## src/rtl/isbkd_pkg.sv

```systemverilog
// Shared types and constants for the descending index sort block.
`default_nettype none
package isbkd_pkg;

  localparam int KEY_W = 32;
  localparam int IDX_W = 6;

  // One entry of the queue between the front and the back.
  typedef struct packed {
    logic signed [KEY_W-1:0] key;
    logic [IDX_W-1:0]        idx;
    logic                    store;
    logic                    last;
    logic                    ovf;
  } q_entry_t;

  typedef enum logic {
    ST_LOAD,
    ST_DRAIN
  } back_state_t;

endpackage
`default_nettype wire

```

## src/rtl/isbkd_queue.sv

```systemverilog
// Small FIFO that decouples the front end from the sorting back end.
`default_nettype none
module isbkd_queue #(
  parameter int DEPTH = 4
) (
  input  wire logic           clk,
  input  wire logic           rst,
  input  wire isbkd_pkg::q_entry_t push_data,
  input  wire logic           push_valid,
  output logic                push_ready,
  output isbkd_pkg::q_entry_t pop_data,
  output logic                pop_valid,
  input  wire logic           pop_ready
);
  import isbkd_pkg::*;

  localparam int PTR_W = (DEPTH > 1) ? $clog2(DEPTH) : 1;
  localparam int CNT_W = $clog2(DEPTH + 1);

  q_entry_t         slots [DEPTH];
  logic [PTR_W-1:0] wr_ptr;
  logic [PTR_W-1:0] rd_ptr;
  logic [CNT_W-1:0] fill;
  logic             do_push;
  logic             do_pop;

  assign push_ready = (fill != CNT_W'(DEPTH));
  assign pop_valid  = (fill != '0);
  assign pop_data   = slots[rd_ptr];
  assign do_push    = push_valid && push_ready;
  assign do_pop     = pop_valid && pop_ready;

  always_ff @(posedge clk) begin
    if (do_push) begin
      slots[wr_ptr] <= push_data;
    end
  end

  always_ff @(posedge clk) begin
    if (rst) begin
      wr_ptr <= '0;
      rd_ptr <= '0;
      fill   <= '0;
    end else begin
      if (do_push) begin
        wr_ptr <= (wr_ptr == PTR_W'(DEPTH - 1)) ? '0 : wr_ptr + PTR_W'(1);
      end
      if (do_pop) begin
        rd_ptr <= (rd_ptr == PTR_W'(DEPTH - 1)) ? '0 : rd_ptr + PTR_W'(1);
      end
      if (do_push && !do_pop) begin
        fill <= fill + CNT_W'(1);
      end else if (do_pop && !do_push) begin
        fill <= fill - CNT_W'(1);
      end
    end
  end

endmodule
`default_nettype wire

```

## config.mk

```make
export PLATFORM = sky130hd
export DESIGN_NAME = isbkd_queue
export DESIGN_NICKNAME = d
export VERILOG_FILES = /design/src/rtl/isbkd_pkg.sv /design/src/rtl/isbkd_queue.sv
export SDC_FILE = /design/constraint.sdc
export NUM_CORES = 1
export LEC_CHECK = 0
export BUFFER_PORTS_ARGS = -buffer_cell sky130_fd_sc_hd__clkbuf_2
export CORE_ASPECT_RATIO = 1.2
export CORE_MARGIN = 5
export CORE_UTILIZATION = 35
export CTS_CLUSTER_SIZE = 30
export DETAILED_ROUTE_END_ITERATION = 16
export SLEW_MARGIN = 10
export SYNTH_ARGS = -nofsm -noshare
export SYNTH_HDL_FRONTEND = slang
export SYNTH_SLANG_ARGS = --single-unit
```

## constraint.sdc

```tcl
create_clock -name clk -period 2.1 [get_ports clk]
set_clock_uncertainty 0.15 [all_clocks]
set_input_delay 0.21 -clock clk [delete_from_list [all_inputs] [get_ports clk]]
set_output_delay 0.21 -clock clk [all_outputs]
set_load 0.02 [all_outputs]
```

## Yosys cells after proc, flatten, opt, wreduce, memory -nomap -nowiden

Memory sizes are Yosys's and may differ from the RTL's. A register that Yosys moved wholly into a read port is not among the register bits.
Cells that the tools add are included.

- Reduce and logical (&&, ||, !) cells: 8
- Equality and inequality tests: 3
- Add/subtract/negate cells: 4
- Multiplexer cells: 8

Operators by type and width:

| operator | count |
|---|---|
| $mux 2 | 4 |
| $mux 3 | 2 |
| $add 2x1->2 const B | 2 |
| $eq 2x2->1 const B | 2 |
| $logic_and 1x1->1 | 4 |
| $add 3x1->3 const B | 1 |
| $ne 3x3->1 const B | 1 |
| $reduce_bool 3->1 | 1 |
| $sub 3x1->3 const B | 1 |
| $logic_not 1->1 | 2 |
| $mux 1 | 2 |
| $reduce_bool 2->1 | 1 |

- Memory bits (writable): 164
- Memories kept: 1
- Output and inout bits: 43
- Register bits after elaboration: 7

Memory list:

| memory | depth | bits a word | read ports | clocked after Yosys merged registers in | wr ports | RTL line | source |
|---|---|---|---|---|---|---|---|
| slots | 4 | 41 | 1 | 1 | 1 | isbkd_queue.sv:20 | `q_entry_t slots [DEPTH];` |

## Longest topological paths before layout

- Depth after elaboration: 6
- Gate-level depth with buffers: 9

## Worst setup path after synthesis

OpenSTA, ideal clock, no wires.

- Path type: register to register
- From: register fill[0]
- To: register fill[2]
- Required time: 1.880 ns
- Library setup time: 0.070 ns
- Setup slack: -0.290 ns
- Cell stages (with the launch flop): 10
- Data arrival time: 2.170 ns
- Clock period less this slack: 2.390 ns
- Cell sequence: dfxtp_1 > or3b_1 > clkbuf_2 > and2_4 > ha_1 > inv_1 > fa_1 > xor2_1 > or3_2 > a21oi_1

- Cells in the longest elaborated chain, start to end: 5

RTL lines:

| what | RTL line | source |
|---|---|---|
| from (decl) | isbkd_queue.sv:23 | `logic [CNT_W-1:0] fill;` |
| from (signal assigned) | isbkd_queue.sv:52 | `fill <= fill + CNT_W'(1);` |
| from (signal assigned) | isbkd_queue.sv:54 | `fill <= fill - CNT_W'(1);` |
| $ne 3x3->1 * | isbkd_queue.sv:27 | `assign push_ready = (fill != CNT_W'(DEPTH));` |
| named net push_ready | isbkd_queue.sv:10 | `output logic push_ready,` |
| $logic_and 1x1->1 * | isbkd_queue.sv:30 | `assign do_push = push_valid && push_ready;` |
| named net do_push | isbkd_queue.sv:24 | `logic do_push;` |
| $logic_not 1->1 | isbkd_queue.sv:53 | `end else if (do_pop && !do_push) begin` |
| $logic_and 1x1->1 | isbkd_queue.sv:53 |  |
| $reduce_bool 2->1 (no line) | n/a |  |

Mark *: on every way through the listed nets, which the timed path passes. The rest lies on a longest branch. The select of a mux whose other input is x is not followed.
A chain may end at the register's enable or synchronous reset.

==> results.json <==
{
  "clk_latency_ns": 0.42,
  "syn_area_um2": 6380,
  "ys_types": 26,
  "grt_max_degree": 42,
  "vias": 3104,
  "layout_setup_ws_ns": -0.0187,
  "tightest_slew_ns": 0.346,
  "core_area_um2": 18000,
  "drt-initial-drc-count": 134,
  "antenna_found_initial": 0,
  "cts_tree": "built",
  "rows": 54,
  "fin_crit_sh_pct": 101,
  "syn_nets": 315,
  "synth_area_leaders": "edfxtp_1 77%, mux4_2 14%, dfxtp_1 2.8%, ha_1 1.2%, mux2i_1 0.47%",
  "yosysWarnings": 0,
  "drc_errors": 0,
  "wl_per_cell_um": 18.5,
  "dieHeight_um": 158,
  "r2r_start": "fill[2]",
  "switchingPower_w": 0.00276,
  "slew_headroom_pct": 76.9,
  "nFillCells": 1473,
  "clock_sinks": 173,
  "yosysMostFrequentCell": "edfxtp_1",
  "min_period_ns": 2.12,
  "synth_commonest_cells": "164 x edfxtp_1, 41 x mux4_2, 9 x dfxtp_1, 6 x ha_1, 5 x buf_1",
  "cts_root_buf": "clkbuf_16",
  "intPower_w": 0.00744,
  "gr-total-overflow": 0,
  "pin_count": 88,
  "fmax_ghz": 0.472,
  "place_congestion": 0.716,
  "avgSynthCellArea_um2": 24.3,
  "status": "finished, violations left",
  "crit_path_end": "pop_data[39]",
  "drt-pass1-iter-count": 4,
  "detailedPlacementHpwl_um": 6670,
  "r2r-end": "fill[2]",
  "routed_wl_um": 12100,
  "grt_use_total_pct": 11.7,
  "worstSetupStartpointType": "register",
  "grt_pass1_wl_um": 18200,
  "power_frac_clock_pct": 30.6,
  "final_cells": 652,
  "dieArea_um2": 21100,
  "rr_worst_depth": 8,
  "ir_drop_v": 0.000521,
  "clk_pin_slew_worst_paths_ns": 0.06,
  "max-cap-violations": 0,
  "swShare_pct": 27.0,
  "htreeDepth": 4,
  "via_per_inst": 4.76,
  "share_seq_of_total_power_pct": 42.6,
  "dp_cells": 572,
  "critPathMaxFanout": 6,
  "ys_dominant_reg_cell": "edfxtp_1",
  "hold_class": "in2reg",
  "hold_violations": 0,
  "nets": 467,
  "leakage_nw": 2.94,
  "combinationalPowerShare_pct": 26.8,
  "yosysSeqAreaShare_pct": 80.0,
  "syn_inst": 263,
  "synth_largest_area_cell": "edfxtp_1",
  "setup_viol": 5,
  "clk_path_buf_depth": 2,
  "p_per_area_nw_per_um2": 1200,
  "synth_async_sr_flop_share_pct": 0,
  "failed_checks": "setup timing",
  "critPathKind": "reg2out",
  "rrSetupSlack_ns": 0,
  "rsz0062_at_grt": "true",
  "arrival_ns": 1.76,
  "cp.required_ns": 1.74,
  "synthToLayoutAreaGrowth_pct": 33.5,
  "antenna_cells": 0,
  "yosysTopAreaCellShare_pct": 77.1,
  "synth-edff-count": 164,
  "ys_ff_latch": 173,
  "ant_nets": 0,
  "setup_tns_ns": -0.0609,
  "drv_slew": 0,
  "io_buffers": 87,
  "critPathCaptureType": "output pin",
  "die_w_um": 133,
  "initial_utilization_pct": 35.4,
  "grt_pass1_vias": 3403,
  "drive_above_1_share_pct": 44.4,
  "cts_buffers": 17
}
-- critical path: stages (launching register included) --
cell and delay, ns:
dfxtp_4 0.38, buf_4 0.14, buf_16 0.13, mux4_2 0.54
buf_6 0.16
-- logic make-up (layout without fill, tap and decap cells) --
family                     Yosys count  count (layout)  share of synthesized area [%]
DFF                                173             173                           80.0
AOI/OAI and AO/OA                    5               5                          0.549
and+or+nand+nor                     17              17                           1.67
adders and majority gates            7               7                           1.49
xor gates and xnor gates             2               2                          0.274
buffers and inverters               15             180                           1.14
muxes                               44              44                           14.9
-- state kept, by name, summed over array words and instances, names as in the netlist, named ones only --
register	cells
slots	164
rd_ptr	2
wr_ptr	2
fill	3
-- power groups by stage --
stage | sequential [W] | clock (W) | combinational, W
2_1_floorplan | 0.00435 | 0 | 0.00157
3_3_place_gp | 0.00437 | 0 | 0.00229
3_5_place_dp | 0.00440 | 0 | 0.00232
4_1_cts | 0.00434 | 0.00321 | 0.00240
5_1_grt | 0.00437 | 0.00335 | 0.00293
6_report | 0.00434 | 0.00312 | 0.00273
-- worst min-delay path by stage --
| stage | from | endpoint | slack (ns) | cells after the start |
|---|---|---|---|---|
| 4_1_cts | pop_ready | register | 0.12 | 5 |
| 6_report | pop_ready | register | 0.15 | 5 |
| 2_1_floorplan | push_data[0] | slots[0][0] | 0.16 | 0 |
| 3_3_place_gp | push_data[3] | slots[1][3] | 0.27 | 1 |
| 5_1_grt | pop_ready | register | 0.15 | 5 |
| 3_5_place_dp | push_data[4] | slots[1][4] | 0.28 | 1 |
-- layout make-up --
class | instances | area, um^2 | area share [%]
Sequential cell | 173 | 5120 | 60.1
Tap cell | 224 | 280 | 3.29
Timing Repair Buffer | 145 | 1270 | 14.9
Clock inverter | 14 | 168 | 1.97
Multi-Input combinational cell | 75 | 1240 | 14.6
Clock buffer | 18 | 429 | 5.03
Inverter | 3 | 11.3 | 0.132
-- what timing repair did --
| action | CTS | global route |
|---|---|---|
| endpoints found under the hold margin | 172 | 0 |
| gates resized for setup | 2 | 96 |
| hold buffers | 43 | 0 |
| setup endpoints to repair | 36 | 43 |
| gates cloned | 0 | 3 |
| buffers inserted | 0 | 2 |
-- through the flow --
step / total power [W] / area, um^2 / setup slack, ns / utilization (%) / hold slack [ns]
after global routing: 0.0106 / 8520 / -0.0845 / 47.3 / 0.153
after detailed placement: 0.00671 / 7220 / -0.0320 / 40.0 / 0.282
after global placement: 0.00665 / 7220 / 0.0387 / 40.0 / 0.274
after CTS: 0.00995 / 8260 / -0.0475 / 45.8 / 0.117
final: 0.0102 / 8520 / -0.0187 / 47.3 / 0.148
after floorplan: 0.00592 / 6420 / -0.0419 / - / 0.159
-- cells in the final DEF (no fill, tap or decap), types with 3 or more instances in the layout --
cell type and n:
buf_2 17, and3_2 4, clkbuf_16 19, ha_1 5, buf_4 5, buf_12 7
buf_6 24, clkinv_4 3, dfxtp_4 4, clkbuf_2 46, mux4_2 41, dfxtp_1 4
edfxtp_1 164, bufinv_16 3, nor2_1 3, dlygate4sd3_1 43, inv_6 3, mux2i_1 3
-- layer usage --
metal	wire [um]	track usage, %
met4	198	5.14
met1	5200	14.2
met5	0	0
met3	508	3.34
met2	6190	19.7
(Power assumes the default switching activity.)
