[config.mk]
export PLATFORM = sky130hd
export DESIGN_NAME = isbkd_front_flat
export DESIGN_NICKNAME = d
export VERILOG_FILES = /design/src/rtl/isbkd_pkg.sv /design/src/rtl/isbkd_if.sv /design/src/rtl/isbkd_front.sv /design/src/flat_wrapper.sv
export SDC_FILE = /design/constraint.sdc
export NUM_CORES = 1
export LEC_CHECK = 0
export BUFFER_PORTS_ARGS = -buffer_cell sky130_fd_sc_hd__clkbuf_2
export CAP_MARGIN = 20
export CELL_PAD_IN_SITES_DETAIL_PLACEMENT = 0
export CELL_PAD_IN_SITES_GLOBAL_PLACEMENT = 1
export CORE_UTILIZATION = 22
export DETAILED_ROUTE_END_ITERATION = 10
export GPL_TIMING_DRIVEN = 0
export PLACE_DENSITY = 0.83
export SLEW_MARGIN = 15
export SYNTH_ARGS = -nofsm -noshare
export SYNTH_HDL_FRONTEND = slang
export SYNTH_SLANG_ARGS = --single-unit
[constraint.sdc]
create_clock -name clk -period 1.7 [get_ports clk]
set_input_delay 0.085 -clock clk [delete_from_list [all_inputs] [get_ports clk]]
set_output_delay 0.085 -clock clk [all_outputs]
set_load 0.01 [all_outputs]
[src/rtl/isbkd_pkg.sv]
// Shared types and constants for the descending index sort block.
`default_nettype none
package isbkd_pkg;

  localparam int KEY_W = 32;
  localparam int IDX_W = 6;

  // One entry of the queue between the front and the back.
  typedef struct packed {
    logic signed [KEY_W-1:0] key;
    logic [IDX_W-1:0]        idx;
    logic                    store;
    logic                    last;
    logic                    ovf;
  } q_entry_t;

  typedef enum logic {
    ST_LOAD,
    ST_DRAIN
  } back_state_t;

endpackage
`default_nettype wire

[src/rtl/isbkd_if.sv]
// Valid/ready channel interfaces for the input items and the sorted results.
`default_nettype none
interface isbkd_in_if;
  import isbkd_pkg::*;
  logic                    valid;
  logic                    ready;
  logic signed [KEY_W-1:0] key;
  logic                    last;
  modport source (output valid, key, last, input ready);
  modport sink (input valid, key, last, output ready);
endinterface

`default_nettype wire

[src/rtl/isbkd_front.sv]
// Front end: numbers incoming keys, tracks the fill level and flags overflow.
`default_nettype none
module isbkd_front #(
  parameter int MAX_ENTRIES = 64
) (
  input  wire logic         clk,
  input  wire logic         rst,
  isbkd_in_if.sink          items,
  output isbkd_pkg::q_entry_t push_data,
  output logic              push_valid,
  input  wire logic         push_ready
);
  import isbkd_pkg::*;

  localparam int CNT_W = $clog2(MAX_ENTRIES + 1);

  logic [CNT_W-1:0] count;
  logic             ovf;
  logic             full;
  logic             accept;

  assign items.ready = push_ready;
  assign push_valid  = items.valid;
  assign accept      = items.valid && push_ready;
  assign full        = (count == CNT_W'(MAX_ENTRIES));

  always_comb begin
    push_data.key   = items.key;
    push_data.idx   = IDX_W'(count);
    push_data.store = !full;
    push_data.last  = items.last;
    push_data.ovf   = ovf || full;
  end

  always_ff @(posedge clk) begin
    if (rst) begin
      count <= '0;
      ovf   <= 1'b0;
    end else if (accept) begin
      if (items.last) begin
        count <= '0;
        ovf   <= 1'b0;
      end else if (full) begin
        ovf <= 1'b1;
      end else begin
        count <= count + CNT_W'(1);
      end
    end
  end

endmodule
`default_nettype wire

[src/flat_wrapper.sv]
// flat-port wrapper written by rule: the top's interface ports become plain ports
module isbkd_front_flat import isbkd_pkg::*;
#(
  parameter int MAX_ENTRIES = 64
)
  (clk, rst, push_data, push_valid, push_ready, items_valid, items_key, items_last, items_ready);
  isbkd_in_if items_i ();
  input  wire logic clk;
  input  wire logic rst;
  output isbkd_pkg::q_entry_t push_data;
  output logic push_valid;
  input  wire logic push_ready;
  input wire logic [$bits(items_i.valid)-1:0] items_valid;
  input wire logic [$bits(items_i.key)-1:0] items_key;
  input wire logic [$bits(items_i.last)-1:0] items_last;
  output wire logic [$bits(items_i.ready)-1:0] items_ready;
  assign items_i.valid = items_valid;
  assign items_i.key = items_key;
  assign items_i.last = items_last;
  assign items_ready = items_i.ready;
  isbkd_front #(.MAX_ENTRIES(MAX_ENTRIES)) u_core (.clk(clk), .rst(rst), .items(items_i), .push_data(push_data), .push_valid(push_valid), .push_ready(push_ready));
endmodule
# Yosys cells after proc, flatten, opt, wreduce, memory -nomap -nowiden
# Cells that the tools add are included.
[classes]
n_addsub = 1
n_eq_ne = 2
mux = 4
reduce_logical = 6
[ops]
columns = ["op", "n"]
rows = [
  ["two-way mux 7 bit", 2],
  ["adder 7 x 1 -> 7 bit (second input constant)", 1],
  ["equality test 7 bit (second input constant)", 1],
  ["AND reduction 2 bit", 2],
  ["two-way mux 1 bit", 2],
  ["inequality test 2 bit (second input constant)", 1],
  ["nonzero test 2 bit", 1],
  ["logical AND 1 bit", 1],
  ["logical NOT 1 bit", 1],
  ["logical OR 1 bit", 1],
]
[word_totals]
reg_bits = 8
input_bits = 37
out_inout_bits = 43
word_cells = 15

# Depth between registers and ports, before layout
# Gate-level depths: netlist of the first run.
[logic_depth]
word_depth = 3
ltp_mapped = 5
depth_no_buf = 5

# Least setup slack after synthesis of the first run
# OpenSTA, ideal clock, no wires.
[synth_path]
path_kind = "register to register"
startpoint = "register u_core.count[0]"
endpoint = "register u_core.count[6]"
setup_time_ns = 0.070
t_arrival_ns = 1.292
required_time_ns = 1.630
slack_ns = 0.338
path_stages_with_launch = 5
path_buffers = 0
period_less_slack_ns = 1.362
cell_sequence = "dfxtp_1 ha_1 nand3_1 or4_1 a21oi_1"
[synth_via]
elab_chain_len = 3
elab_cells_between_ends = 6
cone_classes = "1 x add/sub; 2 x eq/ne; 2 x mux; 1 x reduce/logical"
[synth_rtl]
columns = ["item", "line_no", "text"]
rows = [
  ["from (decl)", "isbkd_front.sv:17", "logic [CNT_W-1:0] count;"],
  ["from (signal assigned)", "isbkd_front.sv:46", "count <= count + CNT_W'(1);"],
  ["adder 7 x 1 -> 7 bit or equality test 7 bit (tied branches)", "isbkd_front.sv:46, isbkd_front.sv:25", ""],
  ["two-way mux 7 bit or inequality test 2 bit (tied branches)", "--", ""],
  ["two-way mux 7 bit or AND reduction 2 bit (tied branches)", "--", ""],
]
# Parallel ways exist; a longest one is shown, timed or not. The select of a mux whose other input is x is not followed.
# A chain may end at the register's enable or synchronous reset.

==> results of run 1 <==
## kinds of logic after synthesis
family,count (synthesis),share of synthesized area
fa+ha+maj,2,0.0327
buf+inv,46,0.431
compound gates,17,0.154
simple gates,22,0.173
flops,8,0.209
## synth_stat cells
cell type	number
a21oi_1	4
a31oi_1	4
a32o_2	1
a41o_1	1
and3_1	1
buf_4	42
dfxtp_1	8
ha_1	2
inv_1	4
nand2_1	7
nand2b_1	1
nand3_1	2
nand3_2	1
nand3b_1	1
nor2_1	1
nor2b_1	2
nor3b_1	1
nor4b_2	1
o211ai_1	2
o21ai_1	2
o2bb2ai_1	2
o311ai_0	1
or3_1	2
or4_1	2
## state kept, by name, summed over array words and instances, names as in the netlist
| name | cells |
|---|---|
| u_core.count | 7 |
| u_core.ovf | 1 |
## layer usage
metal,up-vias,track usage
li1,390,-
met3,0,0.0469
met2,42,0.137
met4,0,0.0195
met1,308,0.0906
met5,-,0
## where the power goes
group | internal, uW | leakage (uW) | total (uW) | switching (uW)
Clock | 80.9 | 0.0000138 | 147 | 66.3
Sequential | 189 | 0.0000645 | 192 | 2.64
Combinational | 90.8 | 0.000499 | 157 | 66.2
Total | 361 | 0.000577 | 496 | 135
## worst paths after layout
| check | startpoint | to | slack, ps | cells past startpoint |
|---|---|---|---|---|
| worst max-delay path | u_core.count[2]$_SDFFE_PP0P_ | push_data[0] | 170 | 4 |
| worst min-delay path | rst | u_core.count[5]$_SDFFE_PP0P_ | 60 | 2 |
| worst max register to register | u_core.count[0]$_SDFFE_PP0P_ | u_core.count[6]$_SDFFE_PP0P_ | 190 | 4 |
| worst min register to register | u_core.count[6]$_SDFFE_PP0P_ | u_core.count[6]$_SDFFE_PP0P_ | 510 | 2 |
## metrics by stage
| stage | hold WS [ps] | instances | total power, uW | setup WS [ps] | instance area, sq um |
|---|---|---|---|---|---|
| global route | 54.4 | 190 | 534 | 20.8 | 1080 |
| detailed placement | 330 | 187 | 355 | 192 | 1050 |
| global placement | 325 | 187 | 353 | 240 | 1050 |
| finish | 59.0 | 190 | 496 | 167 | 1080 |
| floorplan | 262 | 95 | 300 | 338 | 766 |
| CTS | 60.7 | 190 | 505 | 145 | 1080 |
## area by class of cell
cell class              instances  area (sq um)
repair buffers                 46           230
multi-input cells              41           275
flip-flops and latches          8           160
plain buffers                  42           315
clock buffers                   3          22.5
fillers                       392          2260
inverters                       4          15.0
well taps                      46          57.6
## worst max-delay path, cell delays in order, from the launching register on
cell and delay [ps]:
dfxtp_1 390, nor4b_2 460, nand2_1 120, nand2b_1 90, clkbuf_2 130
## placed cells by master (no fill, tap or decap), types with 2 or more instances in the layout
master	Yosys	routed
clkbuf_2	0	46
buf_4	42	42
dfxtp_1	8	8
nand2_1	7	7
inv_1	4	4
a31oi_1	4	4
a21oi_1	4	4
clkbuf_4	0	3
nor2b_1	2	2
or4_1	2	2
o211ai_1	2	2
o21ai_1	2	2
nand3_1	2	2
or3_1	2	2
o2bb2ai_1	2	2
ha_1	2	2
==> flow_summary.toml, run 1 <==
[timing]
period_needed_ps = 1530
period_share = 0.902
slew_viol_final = 0
clock.fmax_mhz = 652
fin_tns_setup_ps = 0
setup_viol = 0
grt_setup_unrepaired = "false"
fin_worst_skew_ps = 0.911
hold_viol = 0
slew_headroom = 0.736
tightest_slew_ps = 395

[cts]
cts_buffers = 3
clock_path_buffers = 2
post_cts_resized = 0
clk_pin_slew_worst_paths_ps = 50
cts_sinks = 8
postCtsHoldBufs = 0
postCtsSetupRepairBufs = 0
cts_tree = "yes"
clock-root-buffer = "clkbuf_4"
clock_latency_ps = 250
htreeDepth = 1

[final_layout]
area_growth_pct = 40.5
post-route-util = 0.322
antenna_cells = 0
fin_nets = 185
drive_gt1_frac = 0.653

[die]
die_w_um = 61.0
core-area_sq_um = 3340
initial_core_util = 0.229
die-area_sq_um = 3720
fp.dieH_um = 61.0
num_rows = 21
ios = 80

[status]
status = "complete, no violations"

[grt]
grt_pass1_vias = 534
grt_pass1_wl_um = 2210
grt_overflow_total = 0
antenna_found_initial = 0
grt_max_degree = 9
grt_use_total = 0.0820

[route]
drt-initial-drc-count = 29
dr_wl_met3_um = 164
routed-wl-met2_um = 788
vias_per_cell = 3.89
dr.pass1.iters = 4
antenna_left = 0
wirelength_met1_um = 612
vias = 740
post_drt_wl_per_cell_um = 8.24
top_layer_used = "met3"
wl_um = 1570
drcViolationCount = 0

[power_and_ir_drop]
p_leak_uw = 0.000577
max-vdd-ir-drop_uv = 353
pwr_density_cell_nw_per_um2 = 461

[synth]
avgSynthCellArea_sq_um = 8.06
synth_area_leaders = "buf_4, dfxtp_1, nand2_1"
seq_area_frac_synth = 0.209
synth_top_area_share = 0.412
syn_inst = 95
syn-cell-area_sq_um = 766
ys_ff_latch = 8
synth_nets = 134
synth.distinct_cells = 24
ys_warn_count = 0
yosysTopAreaCell = "buf_4"

[setup_path]
cp_max_fo = 8
worstPathArrival_ps = 1450
critPathKind = "register to output pin"
cp.required_ps = 1620
cp-start-kind = "register"
cp-end-kind = "output pin"

[placed_design]
place.gp.congestion = 0.795
dpl.hpwl_um = 1340
io_buffers = 46

[min_path]
min_path_type = "input pin to register"

[run]
maxCapViolCount = 0
Note: power is estimated with default switching activity, not from simulation.
==> run 2: changes to the inputs <==
Settings changed: REMOVE_ABC_BUFFERS from default to 1.
==> flow_summary.toml, run 2 (same netlist as run 1, synthesis figures left out) <==
[status]
status = "complete, no violations"

[timing]
slew_headroom = 0.742
fin_tns_setup_ps = 0
grt_setup_unrepaired = "false"
hold_viol = 0
slew_viol_final = 0
tightest_slew_ps = 386
fin_worst_skew_ps = 7.97
setup_viol = 0
period_share = 0.919
clock.fmax_mhz = 640
period_needed_ps = 1560

[final_layout]
fin_cells = 117
reg.largest.list = "u_core.count x7, u_core.ovf x1"
largest_register = "u_core.count"
fin_nets = 112
multiInputGateArea_sq_um = 275
layout_common_cells = "clkbuf_2, dfxtp_1, nand2_1"
num-fill-cells = 387
largest_reg_flops = 7
drive_gt1_frac = 0.296
regArea_sq_um = 160
antenna_cells = 0
final_common_cell = "clkbuf_2"
area_growth_pct = -20.9

[power_and_ir_drop]
p_leak_uw = 0.000243
pwr_density_cell_nw_per_um2 = 620
max-vdd-ir-drop_uv = 314

[setup_path]
cp-end-kind = "register"
cpPeakStageDelay_ps = 500
critPathKind = "register to register"
path_buf_inv = 0
cp.required_ps = 1880
slowest_stage = "or4_1"
reg2regPathDepth = 4
worstPathArrival_ps = 1740
cp_top_family = "simple AND/OR/NAND/NOR gates"
cp_max_fo = 7
cp_num_cells = 4
crit_path_cell_trace = "ha_1 > nand3_1 > or4_1 > a21oi_1"
cp-start-kind = "register"

[placed_design]
dpl.hpwl_um = 2040
dp_cells = 114
io_buffers = 15
place.gp.congestion = 0.732

[cts]
postCtsSetupRepairBufs = 0
post_cts_resized = 0
clk_pin_slew_worst_paths_ps = 60
clock_path_buffers = 2
cts_sinks = 8
htreeDepth = 1
cts_tree = "yes"
postCtsHoldBufs = 0
cts_buffers = 3
clock-root-buffer = "clkbuf_4"
clock_latency_ps = 260

[run]
maxCapViolCount = 0

[grt]
grt_use_total = 0.143
grt_overflow_total = 0
gr-usage-met3 = 0.192
grt_pass1_wl_um = 3460
top_usage_layer = "met3"
grt.met1_usage = 0.173
antenna_found_initial = 0
met2_usage = 0.152
grt_max_degree = 9
grt_pass1_vias = 551

[route]
wl_um = 2530
antenna_left = 0
vias = 564
drt-initial-drc-count = 36
dr.pass1.iters = 4
vias_per_cell = 4.82
post_drt_wl_per_cell_um = 21.7
drcViolationCount = 0

[die]
fp.dieH_um = 61.0
die-area_sq_um = 3720
core-area_sq_um = 3340
ios = 80
num_rows = 21
die_w_um = 61.0
initial_core_util = 0.229

[min_path]
min_path_type = "input pin to register"
worstHoldPathCells = 2
==> run 2: cell types whose count changed in the layout (fill, tap and decap cells not counted), sizes merged <==
| cell | delta |
|---|---|
| buf | -42 |
| clkbuf | -31 |
==> run 2: layout make-up <==
type / instances / area share
multi-input cells: 41 / 0.455
flip-flops and latches: 8 / 0.264
repair buffers: 15 / 0.124
well taps: 46 / 0.0950
clock buffers: 3 / 0.0372
inverters: 4 / 0.0248
==> run 2: worst register-to-register path: stages, from the launching register on <==
cell     delay, ps
dfxtp_1        450
ha_1           270
nand3_1        130
or4_1          500
a21oi_1        140
==> run 2: path summary, 6_finish.rpt <==
kind / start / endpoint / slack, ps
worst min-delay path: rst / u_core.count[4]$_SDFFE_PP0P_ / 120
worst max-delay path: u_core.count[0]$_SDFFE_PP0P_ / u_core.count[6]$_SDFFE_PP0P_ / 140
worst max register to register: u_core.count[0]$_SDFFE_PP0P_ / u_core.count[6]$_SDFFE_PP0P_ / 140
worst min register to register: u_core.count[6]$_SDFFE_PP0P_ / u_core.count[6]$_SDFFE_PP0P_ / 540
==> run 2: power by group <==
part / internal, uW / leakage (uW) / switching [uW]
registers: 189 / 0.0000645 / 2.69
logic: 13.2 / 0.000165 / 25.0
clock network: 80.8 / 0.0000138 / 64.4
==> run 2: through the flow <==
step | hold WS (ps) | area (sq um) | total power, uW | setup WS (ps) | utilization
after floorplan | 154 | 450 | 210 | 269 | -
after global placement | 170 | 583 | 233 | 242 | 0.175
after detailed placement | 170 | 583 | 234 | 152 | 0.175
after CTS | 109 | 606 | 381 | 139 | 0.181
after global routing | 120 | 606 | 400 | 59.4 | 0.181
final | 119 | 606 | 375 | 137 | 0.181
==> run 2: metal layers <==
metal	vias up	wire length, um
met1	265	1080
met2	56	824
li1	241	-
met4	0	9
met5	-	0
met3	2	617
==> run 3: changes to the inputs <==
Settings changed: CELL_PAD_IN_SITES_DETAIL_PLACEMENT 0 to default, CELL_PAD_IN_SITES_GLOBAL_PLACEMENT 1 to default, CORE_UTILIZATION 22 to 35, CTS_CLUSTER_DIAMETER from default to 40, PLACE_DENSITY 0.83 to 0.84.
==> flow_summary.toml, run 3 (same netlist as run 1, synthesis figures left out) <==
[grt]
grt_use_total = 0.209
gr-usage-met3 = 0.268
grt_overflow_total = 0
grt_max_degree = 9
top_usage_layer = "met3"
grt_pass1_wl_um = 3340
grt.met1_usage = 0.227
met2_usage = 0.229
grt_pass1_vias = 482
antenna_found_initial = 0

[timing]
hold_viol = 0
setup_viol = 0
period_share = 0.910
grt_setup_unrepaired = "false"
fin_worst_skew_ps = 5.29
clock.fmax_mhz = 647
period_needed_ps = 1550
fin_hold_ws_ps = 106
tightest_slew_ps = 359
slew_viol_final = 0
fin_tns_setup_ps = 0
slew_headroom = 0.760

[final_layout]
num-fill-cells = 233
reg.largest.list = "u_core.count x7, u_core.ovf x1"
final_area_sq_um = 582
largest_reg_flops = 7
antenna_cells = 0
fin_nets = 112
layout_common_cells = "clkbuf_2, dfxtp_1, nand2_1"
final_common_cell = "clkbuf_2"
area_growth_pct = -24.0
drive_gt1_frac = 0.296
largest_register = "u_core.count"
fin_cells = 98

[cts]
clk_pin_slew_worst_paths_ps = 60
clock_path_buffers = 2
cts_tree = "yes"
clock_latency_ps = 260
postCtsSetupRepairBufs = 0
cts_sinks = 8
cts_buffers = 3
postCtsHoldBufs = 0
post_cts_resized = 0
htreeDepth = 1
clock-root-buffer = "clkbuf_4"

[status]
status = "complete, no violations"

[route]
drt-initial-drc-count = 15
vias_per_cell = 5.70
drcViolationCount = 0
wl_um = 2430
antenna_left = 0
dr.pass1.iters = 4
vias = 559
post_drt_wl_per_cell_um = 24.8

[placed_design]
place_area_sq_um = 559
io_buffers = 15
dpl.hpwl_um = 2040
dp_cells = 95
place.gp.congestion = 0.819

[setup_path]
reg2reg_to = "u_core.count[6]$_SDFFE_PP0P_"
crit_path_start = "u_core.count[2]$_SDFFE_PP0P_"
worstPathArrival_ps = 1460
reg2regPathDepth = 4
endpoint = "push_data[0]"
cp-end-kind = "output pin"
cp-start-kind = "register"
cp_max_fo = 8
critPathKind = "register to output pin"
r2r-start = "u_core.count[0]$_SDFFE_PP0P_"
cp.required_ps = 1620
r2r_setup_slack_ps = 160

[run]
maxCapViolCount = 0

[power_and_ir_drop]
p_leak_uw = 0.000243
pwr_density_cell_nw_per_um2 = 663
power_uw = 386
max-vdd-ir-drop_uv = 203

[die]
die-area_sq_um = 2380
num_rows = 16
core-area_sq_um = 2000
ios = 80
fp.dieH_um = 48.8
die_w_um = 48.8
initial_core_util = 0.382

[min_path]
min_path_type = "input pin to register"
run 3: cell counts in the layout (fill, tap and decap cells not counted):
Identical to the previous run, type by type.
run 3: how the worst min path moves through the flow:
stage	from	end	slack, ps	depth (start not counted)
finish	rst	u_core.count[4]$_SDFFE_PP0P_	110	2
global route	rst	u_core.count[6]$_SDFFE_PP0P_	120	2
CTS	rst	u_core.count[4]$_SDFFE_PP0P_	90	2
detailed placement	items_key[4]	push_data[13]	170	0
global placement	items_key[4]	push_data[13]	170	0
floorplan	rst	u_core.count[3]$_SDFFE_PP0P_	150	1
run 3: report_power, final:
group / internal (uW) / leakage (uW) / switching [uW]
sequential: 189 / 0.0000645 / 2.68
clock: 81.5 / 0.0000138 / 74.9
combinational: 13.2 / 0.000165 / 24.6
total: 284 / 0.000243 / 102
run 3: area by class of cell:
class / count / area [sq um] / share of cell area
multi-input combinational: 41 / 275 / 0.473
tap: 27 / 33.8 / 0.0581
sequential: 8 / 160 / 0.275
clock buffer: 3 / 22.5 / 0.0387
inverter: 4 / 15.0 / 0.0258
timing repair buffer: 15 / 75.1 / 0.129
run 3: stage by stage:
step	util	setup slack (ps)
after detailed placement	0.279	202
after CTS	0.291	136
after global placement	0.279	255
after global routing	0.291	31.4
after floorplan	-	269
final	0.291	154
run 3: layer usage:
metal / share of wire / vias up
met5: 0 / -
met4: 0.0070 / 0
met3: 0.26 / 4
met2: 0.37 / 59
met1: 0.36 / 254
li1: - / 242
run 3: critical path, cell delays in order, from the launching register on:
cell and delay [ps]:
dfxtp_1 400, nor4b_2 430, nand2_1 140, nand2b_1 100, clkbuf_2 130
